## src/rtl/pcrqs_pkg.sv

```systemverilog
// -----------------------------------------------------------------------------
// pcrqs_pkg
// Shared opcodes, result codes, thread states, sequencer states and the
// request and result beat layouts of the per-CPU run queue scheduler.
// -----------------------------------------------------------------------------
package pcrqs_pkg;

    typedef enum logic [2:0] {
        OP_ENQUEUE  = 3'd0,
        OP_DEQUEUE  = 3'd1,
        OP_PREPWAIT = 3'd2,
        OP_WAKEUP   = 3'd3,
        OP_RESCHED  = 3'd4,
        OP_YIELD    = 3'd5
    } op_t;

    localparam logic [1:0] RES_DONE         = 2'd0;
    localparam logic [1:0] RES_WAKE_REFUSED = 2'd1;
    localparam logic [1:0] RES_ENQ_REFUSED  = 2'd2;

    localparam logic [1:0] TS_NEW     = 2'd0;
    localparam logic [1:0] TS_READY   = 2'd1;
    localparam logic [1:0] TS_RUNNING = 2'd2;
    localparam logic [1:0] TS_WAITING = 2'd3;

    localparam logic [7:0] REASON_EINTR = 8'hFC;

    typedef enum logic [4:0] {
        ST_CLEAR,
        ST_IDLE,
        ST_THR_RD,
        ST_UN_START,
        ST_UN_CPU,
        ST_UN_PREV_WR,
        ST_UN_NEXT_WR,
        ST_UN_END,
        ST_AP_CPU,
        ST_AP_TAIL_WR,
        ST_AP_END,
        ST_WK_IPI,
        ST_RS_CUR,
        ST_RS_CURW,
        ST_RS_HEAD,
        ST_SCAN,
        ST_SCAN_CHK,
        ST_TAKE,
        ST_TAKE_END,
        ST_RUN_WR,
        ST_YD_CUR,
        ST_YD_CURW,
        ST_DONE
    } state_t;

    typedef enum logic [2:0] {
        RET_ENQ,
        RET_DEQ,
        RET_WAKE,
        RET_REQ,
        RET_TAKE
    } ret_t;

    typedef struct packed {
        logic [2:0] opcode;
        logic [1:0] cpu_id;
        logic [5:0] thread_id;
        logic       interruptible;
        logic [7:0] wake_reason;
        logic       signal_pending;
    } req_t;

    typedef struct packed {
        logic [1:0] status;
        logic [5:0] thread_out;
        logic       is_idle;
        logic       was_stolen;
        logic       send_ipi;
        logic [1:0] ipi_cpu;
        logic [7:0] reason_out;
        logic       keeps_running;
    } res_t;

endpackage

```

## src/rtl/per_cpu_run_queue_scheduler.sv

```systemverilog
// -----------------------------------------------------------------------------
// per_cpu_run_queue_scheduler
// Thread table with one FIFO run queue per CPU and work stealing.
//
// Each slave beat carries one operation (enqueue, dequeue, prepare-wait,
// wakeup, reschedule, yield); each produces exactly one master beat.
// Thread records and per-CPU queue words live in two RAMs with registered
// reads; a sequencer walks each operation through read, modify and write
// steps, one operation at a time. A reschedule that finds its own queue
// empty scans the other CPUs' queues and steals the tail of the first
// non-empty one. The next beat can be accepted in the cycle after the
// result leaves the sequencer. Each RAM allows one read and one write per
// cycle. After reset the block clears both RAMs with s_tready low. A result
// waits in the output register while m_tready is low; the sequencer then
// holds its finished result and accepts no new beat until the register
// frees up.
// -----------------------------------------------------------------------------
module per_cpu_run_queue_scheduler #(
    parameter int MAX_THREADS = 64,
    parameter int NUM_CPUS    = 4
) (
    input  logic        aclk,
    input  logic        aresetn,
    input  logic        s_tvalid,
    output logic        s_tready,
    // cpu_id[1:0], thread_id[7:2], interruptible[8], wake_reason[16:9],
    // signal_pending[17], zero[23:18]
    input  logic [23:0] s_tdata,
    // opcode[2:0]
    input  logic [2:0]  s_tuser,
    output logic        m_tvalid,
    input  logic        m_tready,
    // status[1:0], thread_out[7:2], is_idle[8], was_stolen[9], send_ipi[10],
    // ipi_cpu[12:11], reason_out[20:13], keeps_running[21], zero[23:22]
    output logic [23:0] m_tdata
);

    pcrqs_pkg::req_t req;
    pcrqs_pkg::res_t res;
    logic            res_valid, res_ready;
    logic            m_tvalid_reg, m_tvalid_next;
    logic [23:0]     m_tdata_reg, m_tdata_next;

    always_comb begin
        req.opcode         = s_tuser;
        req.cpu_id         = s_tdata[1:0];
        req.thread_id      = s_tdata[7:2];
        req.interruptible  = s_tdata[8];
        req.wake_reason    = s_tdata[16:9];
        req.signal_pending = s_tdata[17];
    end

    pcrqs_engine #(
        .MAX_THREADS (MAX_THREADS),
        .NUM_CPUS    (NUM_CPUS)
    ) u_engine (
        .aclk      (aclk),
        .aresetn   (aresetn),
        .req_valid (s_tvalid),
        .req       (req),
        .req_ready (s_tready),
        .res_valid (res_valid),
        .res       (res),
        .res_ready (res_ready)
    );

    assign res_ready = !m_tvalid_reg || m_tready;

    always_comb begin
        m_tvalid_next = m_tvalid_reg;
        m_tdata_next  = m_tdata_reg;
        if (m_tvalid_reg && m_tready) begin
            m_tvalid_next = 1'b0;
        end
        if (res_valid && res_ready) begin
            m_tvalid_next = 1'b1;
            m_tdata_next  = {2'b00, res.keeps_running, res.reason_out, res.ipi_cpu,
                             res.send_ipi, res.was_stolen, res.is_idle,
                             res.thread_out, res.status};
        end
    end

    always_ff @(posedge aclk) begin
        if (!aresetn) begin
            m_tvalid_reg <= 1'b0;
        end else begin
            m_tvalid_reg <= m_tvalid_next;
        end
    end

    always_ff @(posedge aclk) begin
        m_tdata_reg <= m_tdata_next;
    end

    assign m_tvalid = m_tvalid_reg;
    assign m_tdata  = m_tdata_reg;

endmodule

```

## src/rtl/pcrqs_ram.sv

```systemverilog
// -----------------------------------------------------------------------------
// pcrqs_ram
// Generic single-clock RAM: one write port, one read port, registered read.
// -----------------------------------------------------------------------------
module pcrqs_ram #(
    parameter int WIDTH = 8,
    parameter int DEPTH = 4
) (
    input  logic                                  aclk,
    input  logic                                  we,
    input  logic [(DEPTH > 1 ? $clog2(DEPTH) : 1)-1:0] waddr,
    input  logic [WIDTH-1:0]                      wdata,
    input  logic [(DEPTH > 1 ? $clog2(DEPTH) : 1)-1:0] raddr,
    output logic [WIDTH-1:0]                      rdata
);

    logic [WIDTH-1:0] mem [DEPTH];

    always_ff @(posedge aclk) begin
        if (we) begin
            mem[waddr] <= wdata;
        end
        rdata <= mem[raddr];
    end

endmodule

```

## src/rtl/pcrqs_engine.sv

```systemverilog
// -----------------------------------------------------------------------------
// pcrqs_engine
// Sequencer that runs each scheduler operation as reads, modifies and writes
// on the thread table RAM and the per-CPU queue RAM.
// -----------------------------------------------------------------------------
module pcrqs_engine #(
    parameter int MAX_THREADS = 64,
    parameter int NUM_CPUS    = 4
) (
    input  logic             aclk,
    input  logic             aresetn,
    input  logic             req_valid,
    input  pcrqs_pkg::req_t  req,
    output logic             req_ready,
    output logic             res_valid,
    output pcrqs_pkg::res_t  res,
    input  logic             res_ready
);

    localparam int TIW       = $clog2(MAX_THREADS + 1);
    localparam int TAW       = $clog2(MAX_THREADS);
    localparam int CIW       = (NUM_CPUS > 1) ? $clog2(NUM_CPUS) : 1;
    localparam int CLR_DEPTH = (MAX_THREADS > NUM_CPUS) ? MAX_THREADS : NUM_CPUS;
    localparam int CLW       = $clog2(CLR_DEPTH);
    localparam logic [TIW-1:0] NONE     = TIW'(MAX_THREADS);
    localparam logic [CLW-1:0] CLR_LAST = CLW'(CLR_DEPTH - 1);
    localparam logic [CIW:0]   SCAN_LIM = (CIW + 1)'(NUM_CPUS);

    typedef struct packed {
        logic [1:0]     status;
        logic           intr;
        logic [7:0]     reason;
        logic [CIW-1:0] home;
        logic [TIW-1:0] lnk_prev;
        logic [TIW-1:0] lnk_next;
        logic           inq;
        logic [CIW-1:0] qof;
    } tword_t;

    typedef struct packed {
        logic [TIW-1:0] head;
        logic [TIW-1:0] tail;
        logic [TIW-1:0] run;
    } cword_t;

    localparam int TWW = $bits(tword_t);
    localparam int CWW = $bits(cword_t);

    pcrqs_pkg::state_t state_reg, state_next;
    pcrqs_pkg::ret_t   ret_reg, ret_next;
    pcrqs_pkg::req_t   req_reg, req_next;
    pcrqs_pkg::res_t   res_reg, res_next;
    logic [CIW-1:0]    cpu_reg, cpu_next;
    logic [CIW-1:0]    aq_reg, aq_next;
    logic [TIW-1:0]    t_reg, t_next;
    logic [TIW-1:0]    run_reg, run_next;
    tword_t            tw_reg, tw_next;
    logic              stolen_reg, stolen_next;
    logic [CIW:0]      scan_reg, scan_next;
    logic [CLW-1:0]    clr_reg, clr_next;

    logic           t_we, c_we;
    logic [TAW-1:0] t_waddr, t_raddr;
    logic [CIW-1:0] c_waddr, c_raddr;
    logic [TWW-1:0] t_wdata, t_rdata;
    logic [CWW-1:0] c_wdata, c_rdata;

    tword_t rd_t, wr_t, tw_rst, tw_un;
    cword_t rd_c, wr_c, cw_rst;
    logic   req_ok, wake_refuse, scan_done;

    pcrqs_ram #(.WIDTH(TWW), .DEPTH(MAX_THREADS)) u_thread_ram (
        .aclk  (aclk),
        .we    (t_we),
        .waddr (t_waddr),
        .wdata (t_wdata),
        .raddr (t_raddr),
        .rdata (t_rdata)
    );

    pcrqs_ram #(.WIDTH(CWW), .DEPTH(NUM_CPUS)) u_cpu_ram (
        .aclk  (aclk),
        .we    (c_we),
        .waddr (c_waddr),
        .wdata (c_wdata),
        .raddr (c_raddr),
        .rdata (c_rdata)
    );

    assign rd_t = t_rdata;
    assign rd_c = c_rdata;

    always_comb begin
        tw_rst          = '0;
        tw_rst.lnk_prev = NONE;
        tw_rst.lnk_next = NONE;
        cw_rst.head     = NONE;
        cw_rst.tail     = NONE;
        cw_rst.run      = NONE;
        tw_un           = tw_reg;
        tw_un.lnk_prev  = NONE;
        tw_un.lnk_next  = NONE;
        tw_un.inq       = 1'b0;
        tw_un.qof       = '0;
    end

    assign req_ok = (req.opcode <= pcrqs_pkg::OP_YIELD) &&
                    (32'(req.cpu_id) < NUM_CPUS) &&
                    ((req.opcode > pcrqs_pkg::OP_WAKEUP) ||
                     (32'(req.thread_id) < MAX_THREADS));

    assign wake_refuse = (rd_t.status != pcrqs_pkg::TS_WAITING) ||
                         ((req_reg.wake_reason != 8'd0) && !rd_t.intr);

    assign scan_done = (scan_reg == SCAN_LIM);

    always_comb begin
        state_next = state_reg;
        case (state_reg)
            pcrqs_pkg::ST_CLEAR: begin
                if (clr_reg == CLR_LAST) begin
                    state_next = pcrqs_pkg::ST_IDLE;
                end
            end
            pcrqs_pkg::ST_IDLE: begin
                if (req_valid) begin
                    if (!req_ok) begin
                        state_next = pcrqs_pkg::ST_DONE;
                    end else if (req.opcode == pcrqs_pkg::OP_RESCHED) begin
                        state_next = pcrqs_pkg::ST_RS_CUR;
                    end else if (req.opcode == pcrqs_pkg::OP_YIELD) begin
                        state_next = pcrqs_pkg::ST_YD_CUR;
                    end else begin
                        state_next = pcrqs_pkg::ST_THR_RD;
                    end
                end
            end
            pcrqs_pkg::ST_THR_RD: begin
                case (req_reg.opcode)
                    pcrqs_pkg::OP_ENQUEUE: begin
                        state_next = (rd_t.status == pcrqs_pkg::TS_READY) ?
                                     pcrqs_pkg::ST_DONE : pcrqs_pkg::ST_UN_START;
                    end
                    pcrqs_pkg::OP_DEQUEUE: begin
                        state_next = (rd_t.inq && rd_t.qof == cpu_reg) ?
                                     pcrqs_pkg::ST_UN_START : pcrqs_pkg::ST_DONE;
                    end
                    pcrqs_pkg::OP_WAKEUP: begin
                        state_next = wake_refuse ? pcrqs_pkg::ST_DONE :
                                     pcrqs_pkg::ST_UN_START;
                    end
                    default: begin
                        state_next = pcrqs_pkg::ST_DONE;
                    end
                endcase
            end
            pcrqs_pkg::ST_UN_START: begin
                state_next = tw_reg.inq ? pcrqs_pkg::ST_UN_CPU : pcrqs_pkg::ST_UN_END;
            end
            pcrqs_pkg::ST_UN_CPU: begin
                if (tw_reg.lnk_prev != NONE) begin
                    state_next = pcrqs_pkg::ST_UN_PREV_WR;
                end else if (tw_reg.lnk_next != NONE) begin
                    state_next = pcrqs_pkg::ST_UN_NEXT_WR;
                end else begin
                    state_next = pcrqs_pkg::ST_UN_END;
                end
            end
            pcrqs_pkg::ST_UN_PREV_WR: begin
                state_next = (tw_reg.lnk_next != NONE) ? pcrqs_pkg::ST_UN_NEXT_WR :
                             pcrqs_pkg::ST_UN_END;
            end
            pcrqs_pkg::ST_UN_NEXT_WR: begin
                state_next = pcrqs_pkg::ST_UN_END;
            end
            pcrqs_pkg::ST_UN_END: begin
                case (ret_reg)
                    pcrqs_pkg::RET_DEQ:  state_next = pcrqs_pkg::ST_DONE;
                    pcrqs_pkg::RET_TAKE: state_next = pcrqs_pkg::ST_TAKE_END;
                    default:             state_next = pcrqs_pkg::ST_AP_CPU;
                endcase
            end
            pcrqs_pkg::ST_AP_CPU: begin
                state_next = (rd_c.tail != NONE) ? pcrqs_pkg::ST_AP_TAIL_WR :
                             pcrqs_pkg::ST_AP_END;
            end
            pcrqs_pkg::ST_AP_TAIL_WR: begin
                state_next = pcrqs_pkg::ST_AP_END;
            end
            pcrqs_pkg::ST_AP_END: begin
                case (ret_reg)
                    pcrqs_pkg::RET_ENQ:  state_next = pcrqs_pkg::ST_DONE;
                    pcrqs_pkg::RET_WAKE: state_next = pcrqs_pkg::ST_WK_IPI;
                    default:             state_next = pcrqs_pkg::ST_RS_HEAD;
                endcase
            end
            pcrqs_pkg::ST_WK_IPI: begin
                state_next = pcrqs_pkg::ST_DONE;
            end
            pcrqs_pkg::ST_RS_CUR: begin
                state_next = (rd_c.run != NONE) ? pcrqs_pkg::ST_RS_CURW :
                             pcrqs_pkg::ST_RS_HEAD;
            end
            pcrqs_pkg::ST_RS_CURW: begin
                state_next = (rd_t.status == pcrqs_pkg::TS_RUNNING) ?
                             pcrqs_pkg::ST_UN_START : pcrqs_pkg::ST_RS_HEAD;
            end
            pcrqs_pkg::ST_RS_HEAD: begin
                state_next = (rd_c.head != NONE) ? pcrqs_pkg::ST_TAKE : pcrqs_pkg::ST_SCAN;
            end
            pcrqs_pkg::ST_SCAN: begin
                if (scan_done) begin
                    state_next = pcrqs_pkg::ST_RUN_WR;
                end else if (scan_reg[CIW-1:0] != cpu_reg) begin
                    state_next = pcrqs_pkg::ST_SCAN_CHK;
                end
            end
            pcrqs_pkg::ST_SCAN_CHK: begin
                state_next = (rd_c.tail != NONE) ? pcrqs_pkg::ST_TAKE : pcrqs_pkg::ST_SCAN;
            end
            pcrqs_pkg::ST_TAKE: begin
                state_next = pcrqs_pkg::ST_UN_START;
            end
            pcrqs_pkg::ST_TAKE_END: begin
                state_next = pcrqs_pkg::ST_RUN_WR;
            end
            pcrqs_pkg::ST_RUN_WR: begin
                state_next = pcrqs_pkg::ST_DONE;
            end
            pcrqs_pkg::ST_YD_CUR: begin
                state_next = (rd_c.run == NONE) ? pcrqs_pkg::ST_DONE : pcrqs_pkg::ST_YD_CURW;
            end
            pcrqs_pkg::ST_YD_CURW: begin
                if (rd_t.status != pcrqs_pkg::TS_WAITING ||
                    (rd_t.intr && req_reg.signal_pending)) begin
                    state_next = pcrqs_pkg::ST_DONE;
                end else begin
                    state_next = pcrqs_pkg::ST_RS_HEAD;
                end
            end
            pcrqs_pkg::ST_DONE: begin
                if (res_ready) begin
                    state_next = pcrqs_pkg::ST_IDLE;
                end
            end
            default: begin
                state_next = pcrqs_pkg::ST_IDLE;
            end
        endcase
    end

    always_comb begin
        ret_next    = ret_reg;
        req_next    = req_reg;
        res_next    = res_reg;
        cpu_next    = cpu_reg;
        aq_next     = aq_reg;
        t_next      = t_reg;
        run_next    = run_reg;
        tw_next     = tw_reg;
        stolen_next = stolen_reg;
        scan_next   = scan_reg;
        clr_next    = clr_reg;
        req_ready   = 1'b0;
        res_valid   = 1'b0;
        t_we        = 1'b0;
        t_waddr     = t_reg[TAW-1:0];
        t_wdata     = tw_reg;
        t_raddr     = t_reg[TAW-1:0];
        c_we        = 1'b0;
        c_waddr     = cpu_reg;
        c_wdata     = rd_c;
        c_raddr     = cpu_reg;
        wr_t        = rd_t;
        wr_c        = rd_c;
        case (state_reg)
            pcrqs_pkg::ST_CLEAR: begin
                t_we     = (32'(clr_reg) < MAX_THREADS);
                t_waddr  = clr_reg[TAW-1:0];
                t_wdata  = tw_rst;
                c_we     = (32'(clr_reg) < NUM_CPUS);
                c_waddr  = clr_reg[CIW-1:0];
                c_wdata  = cw_rst;
                clr_next = clr_reg + 1'b1;
            end
            pcrqs_pkg::ST_IDLE: begin
                req_ready = 1'b1;
                t_raddr   = TAW'(req.thread_id);
                c_raddr   = CIW'(req.cpu_id);
                if (req_valid) begin
                    req_next = req;
                    cpu_next = CIW'(req.cpu_id);
                    t_next   = TIW'(req.thread_id);
                    res_next = '0;
                end
            end
            pcrqs_pkg::ST_THR_RD: begin
                tw_next = rd_t;
                case (req_reg.opcode)
                    pcrqs_pkg::OP_ENQUEUE: begin
                        if (rd_t.status == pcrqs_pkg::TS_READY) begin
                            res_next.status     = pcrqs_pkg::RES_ENQ_REFUSED;
                            res_next.reason_out = rd_t.reason;
                        end else begin
                            tw_next.status = pcrqs_pkg::TS_READY;
                            aq_next        = cpu_reg;
                            ret_next       = pcrqs_pkg::RET_ENQ;
                        end
                    end
                    pcrqs_pkg::OP_DEQUEUE: begin
                        ret_next            = pcrqs_pkg::RET_DEQ;
                        res_next.reason_out = rd_t.reason;
                    end
                    pcrqs_pkg::OP_PREPWAIT: begin
                        wr_t.status = pcrqs_pkg::TS_WAITING;
                        wr_t.intr   = rd_t.intr | req_reg.interruptible;
                        wr_t.reason = '0;
                        t_we        = 1'b1;
                        t_wdata     = wr_t;
                    end
                    pcrqs_pkg::OP_WAKEUP: begin
                        if (wake_refuse) begin
                            res_next.status     = pcrqs_pkg::RES_WAKE_REFUSED;
                            res_next.reason_out = rd_t.reason;
                        end else begin
                            tw_next.status = pcrqs_pkg::TS_READY;
                            tw_next.intr   = 1'b0;
                            tw_next.reason = req_reg.wake_reason;
                            aq_next        = rd_t.home;
                            ret_next       = pcrqs_pkg::RET_WAKE;
                        end
                    end
                    default: begin
                    end
                endcase
            end
            pcrqs_pkg::ST_UN_START: begin
                c_raddr = tw_reg.qof;
            end
            pcrqs_pkg::ST_UN_CPU: begin
                if (tw_reg.lnk_prev == NONE) begin
                    wr_c.head = tw_reg.lnk_next;
                end
                if (tw_reg.lnk_next == NONE) begin
                    wr_c.tail = tw_reg.lnk_prev;
                end
                c_we    = 1'b1;
                c_waddr = tw_reg.qof;
                c_wdata = wr_c;
                t_raddr = (tw_reg.lnk_prev != NONE) ? tw_reg.lnk_prev[TAW-1:0] :
                          tw_reg.lnk_next[TAW-1:0];
            end
            pcrqs_pkg::ST_UN_PREV_WR: begin
                wr_t.lnk_next = tw_reg.lnk_next;
                t_we          = 1'b1;
                t_waddr       = tw_reg.lnk_prev[TAW-1:0];
                t_wdata       = wr_t;
                if (tw_reg.lnk_next != NONE) begin
                    t_raddr = tw_reg.lnk_next[TAW-1:0];
                end
            end
            pcrqs_pkg::ST_UN_NEXT_WR: begin
                wr_t.lnk_prev = tw_reg.lnk_prev;
                t_we          = 1'b1;
                t_waddr       = tw_reg.lnk_next[TAW-1:0];
                t_wdata       = wr_t;
            end
            pcrqs_pkg::ST_UN_END: begin
                tw_next = tw_un;
                c_raddr = aq_reg;
                if (ret_reg == pcrqs_pkg::RET_DEQ) begin
                    t_we    = 1'b1;
                    t_wdata = tw_un;
                end
            end
            pcrqs_pkg::ST_AP_CPU: begin
                tw_next.lnk_prev = rd_c.tail;
                tw_next.lnk_next = NONE;
                tw_next.inq      = 1'b1;
                tw_next.qof      = aq_reg;
                if (rd_c.tail == NONE) begin
                    wr_c.head = t_reg;
                end
                wr_c.tail = t_reg;
                c_we      = 1'b1;
                c_waddr   = aq_reg;
                c_wdata   = wr_c;
                t_raddr   = rd_c.tail[TAW-1:0];
            end
            pcrqs_pkg::ST_AP_TAIL_WR: begin
                wr_t.lnk_next = t_reg;
                t_we          = 1'b1;
                t_waddr       = tw_reg.lnk_prev[TAW-1:0];
                t_wdata       = wr_t;
            end
            pcrqs_pkg::ST_AP_END: begin
                t_we                = 1'b1;
                t_wdata             = tw_reg;
                res_next.reason_out = tw_reg.reason;
                c_raddr             = (ret_reg == pcrqs_pkg::RET_WAKE) ? aq_reg : cpu_reg;
            end
            pcrqs_pkg::ST_WK_IPI: begin
                if (aq_reg != cpu_reg && rd_c.run != NONE) begin
                    res_next.send_ipi = 1'b1;
                    res_next.ipi_cpu  = 2'(aq_reg);
                end
            end
            pcrqs_pkg::ST_RS_CUR: begin
                t_next  = rd_c.run;
                t_raddr = rd_c.run[TAW-1:0];
            end
            pcrqs_pkg::ST_RS_CURW: begin
                tw_next        = rd_t;
                tw_next.status = pcrqs_pkg::TS_READY;
                aq_next        = rd_t.home;
                ret_next       = pcrqs_pkg::RET_REQ;
            end
            pcrqs_pkg::ST_RS_HEAD: begin
                t_next      = rd_c.head;
                t_raddr     = rd_c.head[TAW-1:0];
                stolen_next = 1'b0;
                scan_next   = '0;
            end
            pcrqs_pkg::ST_SCAN: begin
                c_raddr = scan_reg[CIW-1:0];
                if (scan_done) begin
                    run_next          = NONE;
                    res_next.is_idle  = 1'b1;
                    c_raddr           = cpu_reg;
                end else if (scan_reg[CIW-1:0] == cpu_reg) begin
                    scan_next = scan_reg + 1'b1;
                end
            end
            pcrqs_pkg::ST_SCAN_CHK: begin
                t_next      = rd_c.tail;
                t_raddr     = rd_c.tail[TAW-1:0];
                stolen_next = 1'b1;
                scan_next   = scan_reg + 1'b1;
            end
            pcrqs_pkg::ST_TAKE: begin
                tw_next  = rd_t;
                ret_next = pcrqs_pkg::RET_TAKE;
            end
            pcrqs_pkg::ST_TAKE_END: begin
                wr_t        = tw_reg;
                wr_t.status = pcrqs_pkg::TS_RUNNING;
                if (stolen_reg) begin
                    wr_t.home = cpu_reg;
                end
                t_we                = 1'b1;
                t_wdata             = wr_t;
                run_next            = t_reg;
                res_next.thread_out = 6'(t_reg);
                res_next.was_stolen = stolen_reg;
                res_next.reason_out = tw_reg.reason;
            end
            pcrqs_pkg::ST_RUN_WR: begin
                wr_c.run = run_reg;
                c_we     = 1'b1;
                c_wdata  = wr_c;
            end
            pcrqs_pkg::ST_YD_CUR: begin
                t_next  = rd_c.run;
                t_raddr = rd_c.run[TAW-1:0];
                if (rd_c.run == NONE) begin
                    res_next.is_idle       = 1'b1;
                    res_next.keeps_running = 1'b1;
                end
            end
            pcrqs_pkg::ST_YD_CURW: begin
                if (rd_t.status != pcrqs_pkg::TS_WAITING) begin
                    res_next.thread_out    = 6'(t_reg);
                    res_next.reason_out    = rd_t.reason;
                    res_next.keeps_running = 1'b1;
                end else if (rd_t.intr && req_reg.signal_pending) begin
                    wr_t.status            = pcrqs_pkg::TS_RUNNING;
                    wr_t.intr              = 1'b0;
                    wr_t.reason            = pcrqs_pkg::REASON_EINTR;
                    t_we                   = 1'b1;
                    t_wdata                = wr_t;
                    res_next.thread_out    = 6'(t_reg);
                    res_next.reason_out    = pcrqs_pkg::REASON_EINTR;
                    res_next.keeps_running = 1'b1;
                end
            end
            pcrqs_pkg::ST_DONE: begin
                res_valid = 1'b1;
            end
            default: begin
            end
        endcase
    end

    always_ff @(posedge aclk) begin
        if (!aresetn) begin
            state_reg  <= pcrqs_pkg::ST_CLEAR;
            clr_reg    <= '0;
            ret_reg    <= pcrqs_pkg::RET_ENQ;
            stolen_reg <= 1'b0;
            scan_reg   <= '0;
        end else begin
            state_reg  <= state_next;
            clr_reg    <= clr_next;
            ret_reg    <= ret_next;
            stolen_reg <= stolen_next;
            scan_reg   <= scan_next;
        end
    end

    always_ff @(posedge aclk) begin
        req_reg <= req_next;
        res_reg <= res_next;
        cpu_reg <= cpu_next;
        aq_reg  <= aq_next;
        t_reg   <= t_next;
        run_reg <= run_next;
        tw_reg  <= tw_next;
    end

    assign res = res_reg;

    a_thread_rw_apart: assert property (@(posedge aclk) disable iff (!aresetn)
        (t_we && state_reg != pcrqs_pkg::ST_CLEAR && state_reg != pcrqs_pkg::ST_IDLE)
        |-> (t_waddr != t_raddr || state_reg == pcrqs_pkg::ST_THR_RD ||
             state_reg == pcrqs_pkg::ST_UN_END || state_reg == pcrqs_pkg::ST_AP_END ||
             state_reg == pcrqs_pkg::ST_TAKE_END || state_reg == pcrqs_pkg::ST_YD_CURW ||
             state_reg == pcrqs_pkg::ST_UN_NEXT_WR || state_reg == pcrqs_pkg::ST_AP_TAIL_WR))
        else $error("thread RAM read and write collide");

    a_idle_no_thread: assert property (@(posedge aclk) disable iff (!aresetn)
        (res_valid && res_reg.is_idle) |-> (res_reg.thread_out == 6'd0 && !res_reg.was_stolen))
        else $error("idle result carries a thread");

    a_ipi_on_wakeup: assert property (@(posedge aclk) disable iff (!aresetn)
        (res_valid && res_reg.send_ipi)
        |-> (req_reg.opcode == pcrqs_pkg::OP_WAKEUP && res_reg.status == pcrqs_pkg::RES_DONE))
        else $error("IPI outside an accepted wakeup");

    a_keeps_on_yield: assert property (@(posedge aclk) disable iff (!aresetn)
        (res_valid && res_reg.keeps_running) |-> (req_reg.opcode == pcrqs_pkg::OP_YIELD))
        else $error("keeps_running outside yield");

    a_result_holds: assert property (@(posedge aclk) disable iff (!aresetn)
        (res_valid && !res_ready) |=> (res_valid && $stable(res_reg)))
        else $error("result changed while stalled");

endmodule

```

## config.mk

```make
export PLATFORM = sky130hd
export DESIGN_NAME = per_cpu_run_queue_scheduler
export DESIGN_NICKNAME = d
export VERILOG_FILES = /design/src/rtl/pcrqs_pkg.sv /design/src/rtl/per_cpu_run_queue_scheduler.sv /design/src/rtl/pcrqs_ram.sv /design/src/rtl/pcrqs_engine.sv
export SDC_FILE = /design/constraint.sdc
export NUM_CORES = 2
export LEC_CHECK = 0
export BUFFER_PORTS_ARGS = -buffer_cell sky130_fd_sc_hd__buf_4
export CORE_ASPECT_RATIO = 1.75
export CORE_UTILIZATION = 51
export DETAILED_ROUTE_END_ITERATION = 10
export GPL_TIMING_DRIVEN = 0
export PLACE_DENSITY_LB_ADDON = 0.2
export SETUP_SLACK_MARGIN = 0.1
export SLEW_MARGIN = 20
export SYNTH_ARGS = -nofsm -noshare
export SYNTH_HDL_FRONTEND = slang
export SYNTH_SLANG_ARGS = --single-unit
export TNS_END_PERCENT = 5
```

## constraint.sdc

```tcl
create_clock -name aclk -period 6.57 [get_ports aclk]
set_input_delay 0.3285 -clock aclk [delete_from_list [all_inputs] [get_ports aclk]]
set_output_delay 0.3285 -clock aclk [all_outputs]
set_load 0.02 [all_outputs]
```

# After elaboration in Yosys (flattened, before gate mapping)
# Memories as Yosys holds them, arrays and structs flattened. A register that Yosys moved wholly into a read port is not among the register bits.
# Index checks and enable logic that the tools add are counted.
dict set report classes {
  eq_ne 64
  reduce_logical 52
  n_mux 100
  multipliers 0
  n_addsub 2
  n_bitwise 1
  magnitude_cmp 2
  n_shift 0
  n_div 0
}
# operator n
set op_table {}
lappend op_table {{$pmux 30 s8} 1}
lappend op_table {{$pmux 5 s22} 1}
lappend op_table {{$mux 30} 3}
lappend op_table {{$pmux 21 s4} 1}
lappend op_table {{$mux 5} 15}
lappend op_table {{$pmux 17 s3} 1}
lappend op_table {{$eq 5x4->1 const B} 8}
lappend op_table {{$pmux 13 s3} 1}
lappend op_table {{$pmux 6 s3} 2}
lappend op_table {{$pmux 6 s6} 1}
lappend op_table {{$eq 5x5->1 const B} 7}
lappend op_table {{$mux 7} 5}
lappend op_table {{$ne 7x7->1 const B} 5}
lappend op_table {{$pmux 8 s4} 1}
lappend op_table {{$eq 7x7->1 const B} 4}
lappend op_table {{$pmux 7 s4} 1}
lappend op_table {{$mux 9} 3}
lappend op_table {{$pmux 3 s3} 3}
lappend op_table {{$mux 2} 12}
lappend op_table {{$mux 6} 4}
lappend op_table {{$pmux 8 s3} 1}
lappend op_table {{$mux 22} 1}
lappend op_table {{$eq 5x3->1 const B} 4}
lappend op_table {{$pmux 2 s2} 5}
lappend op_table {{other kinds (53)} 131}
dict set report word_totals {
  rom_bits 0
  ramBits 2004
  reg_bits 124
  memories 2
  latchBits 0
  output_inout_bits 26
  in_bits 31
  elab_cells 254
}
# memory words width read_ports rd_ports_with_merged_regs wr line_no
set mem_list {}
lappend mem_list {u_engine.u_thread_ram.mem 64 30 1 1 1 pcrqs_ram.sv:17} ;# logic [WIDTH-1:0] mem [DEPTH];
lappend mem_list {u_engine.u_cpu_ram.mem 4 21 1 1 1 pcrqs_ram.sv:17}

# Logic depth before layout (Yosys ltp)
dict set report depth {
  word_depth 6
  depth_mapped 16
  mapped_depth_nobuf 10
}

# Cells and area by module
# A second synthesis with hierarchy kept.
dict set report hier_totals {
  cells_unflattened 4317
  area_unflattened_um2 85672.2
}
# mod cells_per_inst n_inst area_per_inst_um2 seq_area_each_um2
set by_module_without_submodules {}
lappend by_module_without_submodules {{pcrqs_ram (u_engine.u_thread_ram)} 3434 1 74765.5 58255.9}
lappend by_module_without_submodules {pcrqs_engine 719 1 6686.4 2852.7}
lappend by_module_without_submodules {{pcrqs_ram (u_engine.u_cpu_ram)} 134 1 3483.3 2942.8}
lappend by_module_without_submodules {per_cpu_run_queue_scheduler 30 1 737.0 680.7}

# Worst setup path after synthesis
# No wires, ideal clock.
dict set report synth_path {
  path_type {register -> register}
  start {reg u_engine.state_reg[2]}
  end {mem u_engine.u_thread_ram.mem[0][27] (netlist name), data pin}
  t_required_ps 5868
  setup_slack_ps 1535
  n_path_buf 3
  period_less_slack_ps 5035
  setup_time_ps 702
  path_stages_with_launch 9
  arrival_ps 4333
  cell_sequence {dfxtp_1 > buf_4 > buf_2 > xnor2_1 > nor3_1 > or2_2 > clkbuf_1 > nor2_1 > o21ai_0}
}
dict set report synth_via {
  elab_chain_len 2
  elab_cells_between_ends 9
  cone_classes {7 x eq/ne; 1 x mux; 1 x reduce/logical}
}
# element line_no
set synth_lines {}
lappend synth_lines {{start: declaration} pcrqs_engine.sv:49} ;# pcrqs_pkg::state_t state_reg, state_next;
lappend synth_lines {{start signal: assignment} pcrqs_engine.sv:496} ;# state_reg <= pcrqs_pkg::ST_CLEAR;
lappend synth_lines {{start signal: assignment} pcrqs_engine.sv:502} ;# state_reg <= state_next;
lappend synth_lines {{$eq 5x5->1 (tied with other cells)} pcrqs_engine.sv:276} ;# case (state_reg)
lappend synth_lines {{$pmux 30 s8 (*)} pcrqs_engine.sv:276}
lappend synth_lines {{via u_engine.t_wdata[27]} pcrqs_engine.sv:65} ;# logic [TWW-1:0] t_wdata, t_rdata;
lappend synth_lines {{end: declaration} pcrqs_ram.sv:17}
# The timed path passes the listed nets; every way through them passes the cells marked *.

# Worst setup path after layout
dict set report layout_path {
  start {reg u_engine.state_reg[2]}
  end {reg u_engine.u_thread_ram.rdata[18], read port of u_engine.u_thread_ram.mem}
}
dict set report layout_via {
  elab_chain_len 3
  elab_cells_between_ends 11
  cone_classes {8 x eq/ne; 1 x mux; 2 x reduce/logical}
}
# element line_no
set layout_lines {}
lappend layout_lines {{$eq 5x4->1 / $eq 5x5->1 (equally long branches)} pcrqs_engine.sv:276}
lappend layout_lines {{$reduce_or 2->1 (no source line)} n/a}
lappend layout_lines {{$pmux 6 s6 (*)} pcrqs_engine.sv:276}
lappend layout_lines {{end: declaration} pcrqs_ram.sv:14} ;# output logic [WIDTH-1:0] rdata
# Every way passes the cells marked *; elsewhere a longest branch is shown, timed or not.
# A chain may end at the register's enable or synchronous reset.

==> results.txt <==
post-route setup TNS - -0.0295 ns
Setup-failing EPs final - 1
largest fanout on the critical path - 10
cell mode on critical path - sky130_fd_sc_hd__clkbuf_1
number of antenna-violating nets in the routed design - 0
antenna violations before repair - 16
Worst path max stage delay - 1.15 ns
fraction of post-synthesis cell area in the top cell type by area - 0.743
Worst setup EP type - register
number of detailed-routing iterations run before antenna repair - 8
share of synthesized flip-flops with an asynchronous set or reset - 0
number of register bits inferred by synthesis - 2179
most used flip-flop cell after synthesis - sky130_fd_sc_hd__edfxtp_1
flop-to-flop setup slack - -0.03 ns
non-filler instance count after layout - 7473
number of levels in the clock H-tree - 4
Clock Skew - 0.0669 ns
WL met2 - 139000 um
Max-slew headroom - 0.130
1st-iter DRT viols - 5767
max FFs per register - 1920
setup slack of the critical path after layout - -0.0295 ns
starting density of the core - 0.513
number of top-level pins - 57
violated checks - negative setup slack
leading area contributor after synthesis - sky130_fd_sc_hd__edfxtp_1
launching point of the worst reg2reg path - u_engine.state_reg[2]
drt via density - 6.52
length of routed wiring on met1 - 85000 um
startpoint of the most critical hold path - s_tdata[16]
worst-margin pin slew - 1.30 ns
latest clock arrival within the worst-skew pair - 0.84 ns
post-layout net count - 5154
total power density per cell area - 268 nW/um^2
TritonCTS clock tree - built
fill cell count - 12200
highest layer used for signal routing - met5
synthesis warning total - 0
CTS Buffer Depth - 4
die span in x - 311 um
Reg clk slew, reported paths - 0.07 ns
clock tree root driver cell - sky130_fd_sc_hd__clkbuf_16
area of the multi-input gates - 19600 um^2
number of sinks on the clock net - 2179
Cell Area, Synth - 85200 um^2
std cell rows - 198
share of the yosys chip area belonging to registers - 0.760
number of failing hold endpoints at the final stage - 0
Startpoint Class - register
standard cell core area - 166000 um^2
CTS buffer count - 193
most instantiated library cell after synthesis - sky130_fd_sc_hd__edfxtp_1
Mapped Avg Cell Area - 18.0 um^2
result of the run - complete, but fails checks
number of distinct library cell variants in the gate-level netlist after synthesis - 79
chip height - 543 um
growth of design area from synthesis to finish - 14.6%
Max Cap Viol - 0
worst setup path category - reg2reg
Setup crit end - u_engine.u_thread_ram.rdata[18]
slowest cell on the critical path - sky130_fd_sc_hd__a311oi_1
Die Footprint - 169000 um^2
routed wirelength normalized by instance count - 36.6 um
DR vias - 48700
Post-Synthesis Cells - 4737
number of max-slew violations in the final report - 0
register with the highest flop count - u_engine.u_thread_ram.mem
type of the worst min-delay path - in2reg
CP Data Arrival Time - 7.23 ns
registers with the most flip-flops - u_engine.u_thread_ram.mem x1920, u_engine.u_cpu_ram.mem x84
RD Place Congestion - 1.04
maximum resistive drop on vdd - 0.201 mV
global-route wire length before repair - 376000 um
depth of the worst register-to-register path - 13
ordered cell list for the critical path - buf_4 -> buf_2 -> nand3b_1 -> nor2_2 -> a221o_1 -> o31a_1 -> clkbuf_2 -> clkbuf_1 -> clkbuf_1 -> nand2_1 -> nand3_1 -> a31oi_1 -> a311oi_1
leakage power total - 0.0290 uW
Post-Place Cells - 7096
fraction of final layout cells sized beyond drive strength 1 - 0.196
share of the cycle needed by the critical path after routing - 1.00
DRC Markers - 0
endpoint of the worst-slack reg-to-reg timing path - u_engine.u_thread_ram.rdata[18]
post-DP HPWL - 194000 um
GRT Residual Overflow - 0
time the final worst path needs with I/O delays and setup - 6.60 ns
All-Layer GR Usage - 0.325
final wirelength - 273000 um
beginning of the critical path - u_engine.state_reg[2]
data required time of the worst path - 7.20 ns
fmax - 152 MHz
Worst Setup Slack post-DPL - 0.296 ns
synth top area cells - sky130_fd_sc_hd__edfxtp_1, sky130_fd_sc_hd__mux4_2, sky130_fd_sc_hd__nand2_1, sky130_fd_sc_hd__mux2i_1, sky130_fd_sc_hd__dfxtp_1
number of buffers inserted by port buffering - 48
area taken by flip-flops and latches - 64700 um^2
number of global-route vias before repair - 48700
number of enable flip-flop cells after synthesis - 2109
RSZ-0062 raised after global routing - no
post-CTS setup buffer count - 0
largest net degree at the start of global routing - 65
synth cell count leaders - sky130_fd_sc_hd__edfxtp_1, sky130_fd_sc_hd__nand2_1, sky130_fd_sc_hd__mux4_2
amount of wire on met3 after detailed routing - 21300 um
final hold slack - 0.225 ns
power by group:
| part | internal (uW) | switching (uW) |
|---|---|---|
| Sequential | 15100 | 36.7 |
| Clock | 5830 | 4960 |
| Combinational | 75.8 | 144 |
how the worst min path moves through the flow:
stage,end,slack [ns],cells past startpoint
floorplan,m_tdata[0],0.40,0
global placement,m_tdata[3],0.40,0
detailed placement,m_tdata[14],0.40,0
CTS,u_engine.res[12],0.15,3
global route,u_engine.res[12],0.22,3
finish,u_engine.req_reg[8],0.22,2
cell families after synthesis:
logic type                 synth area share
AOI/OAI and AO/OA                    0.0598
xor gates and xnor gates            0.00164
adders and majority gates          0.000441
buffers and inverters                0.0205
DFF                                   0.760
muxes                                 0.105
other                             0.0000440
and+or+nand+nor                      0.0533
stage by stage:
step / power, uW / instance area [um^2] / utilization
after floorplan: 15500 / 85200 / -
final: 26200 / 97700 / 0.588
after detailed placement: 15700 / 91500 / 0.551
after global routing: 26700 / 97600 / 0.588
after CTS: 26200 / 97500 / 0.588
after global placement: 15600 / 88300 / 0.532
what timing repair did:
item | 4_1_cts | 5_1_grt
setup endpoints to repair | 0 | 1
resized for setup | 0 | 2
endpoints found under the hold margin | 30 | 0
hold buffers | 23 | 0
placed cells by master, fill, tap and decap left out, types with 21 or more instances in the layout:
cell                            count
sky130_fd_sc_hd__mux4_2           313
sky130_fd_sc_hd__dlygate4sd3_1     23
sky130_fd_sc_hd__a221oi_1          43
sky130_fd_sc_hd__buf_6             27
sky130_fd_sc_hd__nand3_1          126
sky130_fd_sc_hd__nor2_1           147
sky130_fd_sc_hd__buf_16            34
sky130_fd_sc_hd__clkbuf_16        195
sky130_fd_sc_hd__inv_1             27
sky130_fd_sc_hd__clkinv_1          42
sky130_fd_sc_hd__buf_2             70
sky130_fd_sc_hd__nand2_1          519
sky130_fd_sc_hd__a22o_1            37
sky130_fd_sc_hd__clkinv_2          25
sky130_fd_sc_hd__buf_4             94
sky130_fd_sc_hd__a32oi_1           75
sky130_fd_sc_hd__dfxtp_1           70
sky130_fd_sc_hd__o2111ai_1         21
sky130_fd_sc_hd__mux2i_1          170
sky130_fd_sc_hd__a21oi_1           83
sky130_fd_sc_hd__o21ai_0          104
sky130_fd_sc_hd__nor3_1            25
sky130_fd_sc_hd__edfxtp_1        2109
sky130_fd_sc_hd__buf_12            73
sky130_fd_sc_hd__a31oi_1           42
sky130_fd_sc_hd__a22oi_1           87
sky130_fd_sc_hd__and3_1            36
sky130_fd_sc_hd__clkbuf_1         171
sky130_fd_sc_hd__o22ai_1           21
sky130_fd_sc_hd__nor2_4            66
critical path: cells and delay by family, from the launching register on:
family	cells	cell delay, ns
and+or+nand+nor	4	1.29
AOI/OAI and AO/OA	4	2.35
buffers and inverters	5	2.41
DFF	1	0.33
layout make-up:
class                   instances  share of cell area
inverters                      33             0.00142
clock buffers                 248              0.0522
repair buffers                187              0.0303
diodes                          7            0.000179
well taps                    2200              0.0282
multi-input cells            2254               0.201
clock inverters                93             0.00730
plain buffers                 272              0.0166
flip-flops and latches       2179               0.663
per-layer routing:
layer | vias up | GRT usage
li1 | 19900 | -
met1 | 25000 | 0.345
met2 | 2811 | 0.561
met3 | 937 | 0.0582
met4 | 4 | 0.277
met5 | - | 0
No activity file was read; power rests on OpenSTA's default activity.
